===== src/rtl/ffsl_pkg.sv =====
// ----------------------------------------------------------------------------
// ffsl_pkg
// shared types and constants of the fullwidth fold normalizer
// ----------------------------------------------------------------------------
`timescale 1ns / 1ps
`default_nettype none

package ffsl_pkg;

	localparam int MAX_RES    = 4;
	localparam int FIFO_DEPTH = 8;
	localparam int PTR_W      = $clog2(FIFO_DEPTH);
	localparam int CNT_W      = $clog2(FIFO_DEPTH + 1);

	localparam logic [7:0]  LEAD_SPACE = 8'hE3;
	localparam logic [7:0]  CONT_SPACE = 8'h80;
	localparam logic [7:0]  LEAD_WIDE  = 8'hEF;
	localparam logic [15:0] WIDE_LO    = 16'hBC81;
	localparam logic [15:0] WIDE_HI    = 16'hBD9E;
	localparam logic [7:0]  ASCII_SP   = 8'h20;
	localparam logic [7:0]  ASCII_TAB  = 8'h09;
	localparam logic [7:0]  ASCII_LF   = 8'h0A;
	localparam logic [7:0]  ASCII_CR   = 8'h0D;
	localparam logic [7:0]  UPPER_A    = 8'h41;
	localparam logic [7:0]  UPPER_Z    = 8'h5A;
	localparam logic [7:0]  CASE_OFS   = 8'h20;

	typedef struct packed {
		logic [7:0] data;
		logic       term;
		logic       last;
	} ffsl_item_t;

	typedef struct packed {
		ffsl_item_t [MAX_RES-1:0] items;
		logic [2:0]               count;
		logic [7:0]               held0;
		logic [7:0]               held1;
		logic [1:0]               held_cnt;
	} ffsl_result_t;

endpackage

`default_nettype wire


===== src/rtl/ffsl_core.sv =====
// ----------------------------------------------------------------------------
// ffsl_core
// decodes the pending window plus one new byte into up to four result items
// ----------------------------------------------------------------------------
`timescale 1ns / 1ps
`default_nettype none

module ffsl_core
	import ffsl_pkg::*;
(
	input  wire logic [7:0]   held0,
	input  wire logic [7:0]   held1,
	input  wire logic [1:0]   held_cnt,
	input  wire logic [7:0]   new_byte,
	input  wire logic         fin,
	output ffsl_result_t      res
);

	always_comb begin
		logic [7:0]  q [3];
		logic [1:0]  hc;
		logic [1:0]  len;
		logic [1:0]  pos;
		logic [1:0]  pos1;
		logic [1:0]  rem;
		logic [2:0]  n;
		logic        run;
		logic [7:0]  b;
		logic [7:0]  c;
		logic [15:0] w;
		logic        lead;
		logic        full3;

		res = '0;
		hc  = (held_cnt == 2'd3) ? 2'd2 : held_cnt;
		q[0] = (hc == 2'd0) ? new_byte : held0;
		q[1] = (hc == 2'd1) ? new_byte : held1;
		q[2] = new_byte;
		len = hc + 2'd1;
		pos = 2'd0;
		n   = 3'd0;
		run = 1'b1;
		w   = {q[1], q[2]};
		rem   = 2'd0;
		b     = 8'h00;
		c     = 8'h00;
		lead  = 1'b0;
		full3 = 1'b0;

		// at most three window positions, one decision each
		for (int k = 0; k < 3; k++) begin
			if (run && pos < len) begin
				rem   = len - pos;
				b     = q[pos];
				c     = b;
				lead  = (b == LEAD_SPACE) || (b == LEAD_WIDE);
				full3 = (rem == 2'd3);
				if (lead && !full3 && !fin) begin
					run = 1'b0;
				end else if (full3 && b == LEAD_SPACE && q[1] == CONT_SPACE &&
						q[2] == CONT_SPACE) begin
					pos = 2'd3;
				end else begin
					if (full3 && b == LEAD_WIDE && w >= WIDE_LO && w <= WIDE_HI) begin
						c   = ASCII_SP + {1'b0, q[1][0], 6'b0} + {2'b0, q[2][5:0]};
						pos = 2'd3;
					end else begin
						pos = pos + 2'd1;
					end
					if (c != ASCII_SP && c != ASCII_TAB && c != ASCII_LF &&
							c != ASCII_CR) begin
						if (c >= UPPER_A && c <= UPPER_Z)
							c = c + CASE_OFS;
						res.items[n[1:0]].data = c;
						n = n + 3'd1;
					end
				end
			end
		end

		// leftover bytes stay pending unless the string ends here
		rem  = len - pos;
		pos1 = pos + 2'd1;
		if (fin) begin
			res.items[n[1:0]].term = 1'b1;
			n = n + 3'd1;
		end else begin
			res.held_cnt = rem;
			res.held0    = (rem != 2'd0 && pos != 2'd3) ? q[pos] : 8'h00;
			res.held1    = (rem == 2'd2 && pos1 != 2'd3) ? q[pos1] : 8'h00;
		end
		if (n != 3'd0)
			res.items[2'(n - 3'd1)].last = 1'b1;
		res.count = n;
	end

endmodule

`default_nettype wire


===== src/rtl/fullwidth_fold_strip_lowercase_top.sv =====
// ----------------------------------------------------------------------------
// fullwidth_fold_strip_lowercase_top
// utf-8 fullwidth fold, whitespace strip and lowercase normalizer
// ----------------------------------------------------------------------------
// path: an accepted byte is registered in the input stage, then committed to the result queue that drives the output
// throughput: one input byte per cycle, one result per cycle on the output while out_ready is high;
//   input stalls only while the 8-entry result queue has fewer than 4 free slots
// reset: arst_n clears the input stage valid, pending window and queue pointers
`timescale 1ns / 1ps
`default_nettype none

module fullwidth_fold_strip_lowercase_top
	import ffsl_pkg::*;
(
	input  wire logic       clk,
	input  wire logic       arst_n,
	input  wire logic       in_valid,
	output      logic       in_ready,
	input  wire logic [7:0] in_byte,
	input  wire logic       final_byte,
	output      logic       out_valid,
	input  wire logic       out_ready,
	output      logic [7:0] out_byte,
	output      logic       is_terminator,
	output      logic       run_last
);

	// input register stage
	logic       vld_s1;
	logic [7:0] byte_s1;
	logic       fin_s1;

	// pending window of up to two bytes (lead bytes waiting for their tail)
	logic [7:0] held0_q;
	logic [7:0] held1_q;
	logic [1:0] held_cnt_q;

	// result queue, one transaction leaves per cycle while out_ready is high
	ffsl_item_t       fifo_q [FIFO_DEPTH];
	logic [PTR_W-1:0] wr_ptr_q;
	logic [PTR_W-1:0] rd_ptr_q;
	logic [CNT_W-1:0] cnt_q;

	ffsl_result_t     res;
	logic             space;
	logic             fire;
	logic             pop;
	logic [PTR_W-1:0] wr_idx [MAX_RES];

	ffsl_core u_core (
		.held0    (held0_q),
		.held1    (held1_q),
		.held_cnt (held_cnt_q),
		.new_byte (byte_s1),
		.fin      (fin_s1),
		.res      (res)
	);

	// a staged byte commits only when its worst-case burst fits in the queue
	assign space    = cnt_q <= CNT_W'(FIFO_DEPTH - MAX_RES);
	assign fire     = vld_s1 && space;
	assign in_ready = !vld_s1 || fire;

	assign out_valid     = cnt_q != '0;
	assign pop           = out_valid && out_ready;
	assign out_byte      = fifo_q[rd_ptr_q].data;
	assign is_terminator = fifo_q[rd_ptr_q].term;
	assign run_last      = fifo_q[rd_ptr_q].last;

	always_comb begin
		for (int i = 0; i < MAX_RES; i++)
			wr_idx[i] = wr_ptr_q + PTR_W'(i);
	end

	// input stage control
	always_ff @(posedge clk or negedge arst_n) begin
		if (!arst_n) begin
			vld_s1 <= 1'b0;
		end else if (in_ready) begin
			vld_s1 <= in_valid;
		end
	end

	// input stage payload
	always_ff @(posedge clk) begin
		if (in_valid && in_ready) begin
			byte_s1 <= in_byte;
			fin_s1  <= final_byte;
		end
	end

	// pending window follows each committed byte
	always_ff @(posedge clk or negedge arst_n) begin
		if (!arst_n) begin
			held0_q    <= 8'h00;
			held1_q    <= 8'h00;
			held_cnt_q <= 2'd0;
		end else if (fire) begin
			held0_q    <= res.held0;
			held1_q    <= res.held1;
			held_cnt_q <= res.held_cnt;
		end
	end

	// queue pointers and fill count
	always_ff @(posedge clk or negedge arst_n) begin
		if (!arst_n) begin
			wr_ptr_q <= '0;
			rd_ptr_q <= '0;
			cnt_q    <= '0;
		end else begin
			if (fire)
				wr_ptr_q <= wr_ptr_q + PTR_W'(res.count);
			if (pop)
				rd_ptr_q <= rd_ptr_q + PTR_W'(1);
			cnt_q <= cnt_q + (fire ? CNT_W'(res.count) : '0) - CNT_W'(pop);
		end
	end

	// queue entries, a burst of up to four written at once
	always_ff @(posedge clk) begin
		if (fire) begin
			for (int i = 0; i < MAX_RES; i++) begin
				if (3'(i) < res.count)
					fifo_q[wr_idx[i]] <= res.items[i];
			end
		end
	end

endmodule

`default_nettype wire


===== config.mk =====
export PLATFORM = sky130hd
export DESIGN_NAME = fullwidth_fold_strip_lowercase_top
export DESIGN_NICKNAME = d
export VERILOG_FILES = /design/src/rtl/ffsl_pkg.sv /design/src/rtl/ffsl_core.sv /design/src/rtl/fullwidth_fold_strip_lowercase_top.sv
export SDC_FILE = /design/constraint.sdc
export NUM_CORES = 1
export LEC_CHECK = 0
export BUFFER_PORTS_ARGS = -buffer_cell sky130_fd_sc_hd__buf_2
export CORE_ASPECT_RATIO = 1.1
export CORE_MARGIN = 10
export CORE_UTILIZATION = 38
export CTS_CLUSTER_DIAMETER = 60
export CTS_CLUSTER_SIZE = 30
export DETAILED_ROUTE_END_ITERATION = 8
export SLEW_MARGIN = 20
export SYNTH_ARGS = -nofsm -noshare
export SYNTH_HDL_FRONTEND = slang
export SYNTH_SLANG_ARGS = --single-unit

===== constraint.sdc =====
create_clock -name clk -period 10.8 [get_ports clk]
set_clock_uncertainty 0.2 [all_clocks]
set_input_delay 1.62 -clock clk [delete_from_list [all_inputs] [get_ports clk]]
set_output_delay 1.62 -clock clk [all_outputs]
set_load 0.05 [all_outputs]

# After elaboration in Yosys (flattened, before gate mapping)
# Memory sizes are Yosys's and may differ from the RTL's.
# Cells that the tools add are included.
# word_totals
register_bits	38
latch_bits	0
ram_bits	80
rom_bits	0
output_inout_bits	12
mem_count	1
# memory_table
memory	depth	word_bits	read_ports	rd_clocked_by_memory_dff	write_ports	line	rtl
fifo_q	8	10	1	0	4	fullwidth_fold_strip_lowercase_top.sv:39	ffsl_item_t fifo_q [FIFO_DEPTH];
# op_classes
add_sub_neg	23
mul	0
n_div	0
order_cmp	28
eq_ne	28
shift	0
muxes	109
bitwise	4
reduce_logical	60
# op_table
op	count
$mux W40	10
$mux W8	39
$bwmux W40	4
$demux W10 S2	4
$ne A8 B4 Y1 const B	9
$bmux W8 S2	4
$eq A8 B8 Y1 const B	8
$logic_and A1 B1 Y1	47
$mux W3	13
$mux W2	14
$add A8 B6 Y8 const B	3
$ge A8 B7 Y1 const B	3
$le A8 B7 Y1 const B	3
$ne A8 B6 Y1 const B	3
$mux W10	2
$mux W1	18
$mux W18	1
$ge A16 B16 Y1 const B	1
$le A16 B16 Y1 const B	1
$add A3 B1 Y3 const B	5
$ge A3 B3 Y1 const B	4
$lt A2 B3 Y1 const B	4
$not A2 Y3	4
$eq A2 B2 Y1 const B	5
other kinds (23)	43

# Depth between registers and ports, before layout
# depth
ltp_word	53
mapped_depth	36
depth_no_buf	35

# By module
# A second synthesis with hierarchy kept.
# hier_totals
cells_unflattened	1332
area_unflattened_um2	10864.2
# by_module_without_submodules
mod	n_inst	cells_each	area_each_um2	seq_area_each_um2
fullwidth_fold_strip_lowercase_top	1	833	7708.6	3398.3
ffsl_core	1	499	3155.5	0.0

# Least setup slack after synthesis
# No wires, ideal clock.
# synth_path
path_kind	flip-flop to flip-flop
start	register held_cnt_q[0]
end	memory fifo_q[6][0] (netlist bit), data pin
setup_ns	0.261
t_arrival_ns	8.681
t_required_ns	10.339
path_slack_ns	1.658
path_stages_with_launch	34
period_less_slack_ns	9.142
path_cell_list	dfrtp_1 -> buf_2 -> nand2b_1 -> inv_2 -> buf_2 -> mux2_2 -> a211o_1 -> nor4_1 -> nor2_1 -> fa_1 -> nor2b_1 -> nor2_1 -> o2111a_1 -> nor3_2 -> xnor2_2 -> inv_2 -> fa_1 -> nand2b_1 -> a2111oi_4 -> nand2_1 -> or4_1 -> a211o_1 -> and2_1 -> a31oi_1 -> mux2i_1 -> ha_1 -> nand2b_1 -> nor3_1 -> and3_1 -> or3_4 -> nor4_2 -> buf_4 -> mux2_2 -> a221o_1
# synth_lines
item	line	rtl
start, declared	fullwidth_fold_strip_lowercase_top.sv:36	logic [1:0] held_cnt_q;
start signal, assigned	fullwidth_fold_strip_lowercase_top.sv:101	held_cnt_q <= res.held_cnt;
end, declared	fullwidth_fold_strip_lowercase_top.sv:39	

==> results.txt <==
Yosys warning total - 0
Worst Reg-to-Reg Cells - 29
Die Area - 34500 µm²
Num ports - 25
Hold path start - cnt_q[0]
Hold Path Class - reg2reg
Clock sinks - 118
H-tree levels - 4
Vias in the first global route - 9682
Relative slew slack - 30.9%
HPWL after DPL - 28700 µm
Layout cells sized above 1 - 17.0%
Detailed Route Iter0 Violations - 1199
DP Area - 11100 µm²
Routability Congestion - 1.01
Max Transition Viols Final - 0
Critical Path AT - 9960 ps
Worst-skew pair later-pin latency - 440 ps
Post-synth cell types - 98
Startpoint types - flop
Die W - 178 µm
Final setup violation count - 0
Hold Buf Count CTS - 0
Antenna cells - 0
Worst reg2reg path endpoint - fifo_q[1][9]
Worst Setup Path Type - reg2reg
Worst Path Max Fanout - 13
Final hold violations - 0
Initial core utilization - 38.6%
WL per Instance - 25.6 µm
Global-route wire length before repair - 59200 µm
Worst-path clk slew - 60 ps
Syn_nets - 1150
Worst Setup End Kind - flop
Mapped Area - 10400 µm²
Vias - 9920
Sequential share of the synthesized area - 32.6%
WP data required - 10660 ps
Clk buf depth - 2
Buf/Inv on CP - 2
Predominant post-synthesis flop cell - edfxtp_1
Rows - 63
Setup TNS - 0 ps
Num CTS Buffers - 17
Post-synthesis cell count - 1103
Final wirelength - 38600 µm
Post-route ant nets - 0
Violated checks - design-rule violations
Hold depth - 1
Worst R2R Setup Slack - 700 ps
R2R Path Start - held_cnt_q[1]
Finished Cell Area - 11700 µm²
RSZ-0062 raised after global routing - false
CP delay by family, top - simple AND/OR/NAND/NOR gates
Die height - 194 µm
NumNets Final - 1184
Placed cells - 1475
Worst-Margin Slew - 1010 ps
Fin Hold WS - 303 ps
Period utilization - 93.5%
Post-route minimum period - 10100 ps
Max-Cap Viols - 0
CTS tree - built
Hold Path Sink - cnt_q[0]
Largest stage delay on the critical path - 750 ps
DRC Markers - 3
Finished Layout Cells - 1507
Status - complete, but fails checks
Largest net degree at the start of global routing - 30
Post-synth EDFFs - 89
Syn_area_per_cell - 9.46 µm²
Port bufs - 24
Detailed Routing Iterations Pass 1 - 9
Leading cell type in the layout, fill and taps excluded - nand2_1
Commonest non-fill, non-tap cells in the layout - 145 x nand2_1, 89 x edfxtp_1, 81 x mux2i_1
Area Overhead vs Synth - 11.9%
Grt ovf - 0
Async SR Flop Fraction - 24.6%
Initial antenna violation count - 1
Vias per Instance - 6.58
CP max stage cell - nand3_1
Max frequency - 0.0991 GHz
Yosys reg bits - 118
Core area - 27000 µm²
Clock root buffer - clkbuf_16
GRT Total Usage - 22.0%
-- layout make-up --
class | instances | area, µm²
fillers | 2665 | 15400
clock inverters | 12 | 109
repair buffers | 75 | 503
well taps | 357 | 447
inverters | 41 | 154
clock buffers | 20 | 437
multi-input cells | 884 | 6630
flip-flops and latches | 118 | 3400
-- worst max-delay path by stage --
| stage | startpoint | to | cells past startpoint |
|---|---|---|---|
| final | held_cnt_q[1] | fifo_q[1][9] | 29 |
| after global routing | held_cnt_q[1] | fifo_q[0][1] | 32 |
| after CTS | held_cnt_q[1] | fifo_q[3][1] | 31 |
| after detailed placement | held_cnt_q[1] | fifo_q[3][1] | 31 |
| after global placement | held_cnt_q[1] | fifo_q[3][1] | 31 |
| after floorplan | held_cnt_q[0] | fifo_q[6][0] | 33 |
-- sequential cells by signal (all words and copies together), names as in the netlist --
name / cells
fin_s1: 1
held_cnt_q: 2
byte_s1: 8
vld_s1: 1
fifo_q: 80
held0_q: 8
wr_ptr_q: 3
held1_q: 8
cnt_q: 4
rd_ptr_q: 3
-- Yosys cell counts, types with 9 or more instances --
library cell | number | area [µm²]
xnor2_1 | 12 | 105
nor3_1 | 31 | 155
ha_1 | 30 | 375
a22o_1 | 26 | 228
o22ai_1 | 24 | 150
clkbuf_1 | 33 | 124
o31ai_1 | 11 | 82.6
mux2i_1 | 83 | 831
a21oi_1 | 49 | 245
nor2_1 | 70 | 263
inv_1 | 36 | 135
o21ai_0 | 37 | 185
a222oi_1 | 21 | 210
edfxtp_1 | 89 | 2670
o21a_1 | 9 | 67.6
nand3_1 | 21 | 105
nand2b_1 | 14 | 87.6
dfrtp_1 | 29 | 726
o221ai_1 | 34 | 298
buf_2 | 15 | 75.1
a22oi_1 | 10 | 75.1
mux4_2 | 20 | 450
nand2_1 | 145 | 544
a21o_1 | 10 | 75.1
mux2_2 | 27 | 304
nor4_1 | 10 | 62.6
-- kinds of logic (layout without fill, tap and decap cells) --
logic type      count (synthesis)  count (layout)  share of synthesized area [%]
compound gates                334             334                           24.7
xor+xnor                       19              19                           1.74
fa+ha+maj                      34              34                           4.37
buf+inv                       101             148                           4.03
flops                         118             118                           32.6
mux                           132             132                           15.4
simple gates                  365             365                           17.1
-- worst register-to-register path: cells and delay by family (launching register included) --
family | cells | cell delay [ps]
AO/OA/AOI/OAI | 6 | 2040
XOR/XNOR | 2 | 530
adder cells (fa/ha/maj) | 3 | 1260
buffers and inverters | 2 | 260
flip-flops | 1 | 560
multiplexers | 1 | 400
AND/OR/NAND/NOR | 15 | 4450
-- per-layer routing --
metal	vias to the layer above	share of wire [%]	track usage, %
met5	-	0.034	0
met2	583	47	34.9
met4	2	4.9	11.0
met1	4764	40	27.6
met3	129	8.6	4.56
li1	4442	-	-
-- through the flow --
stage          utilization, %  setup WS (ps)
6_report                 43.2            705
5_1_grt                  43.2           15.5
4_1_cts                  43.1            763
3_5_place_dp             41.1            805
3_3_place_gp             41.1           1030
2_1_floorplan               -           1660
-- what timing repair did --
action / in CTS / in global routing
setup buffers: 0 / 0
setup endpoints to repair: 0 / 1
gates resized for setup: 0 / 1
Power is not shown: default switching activity piles up to over one toggle a cycle in this logic, so the estimate is an artifact.
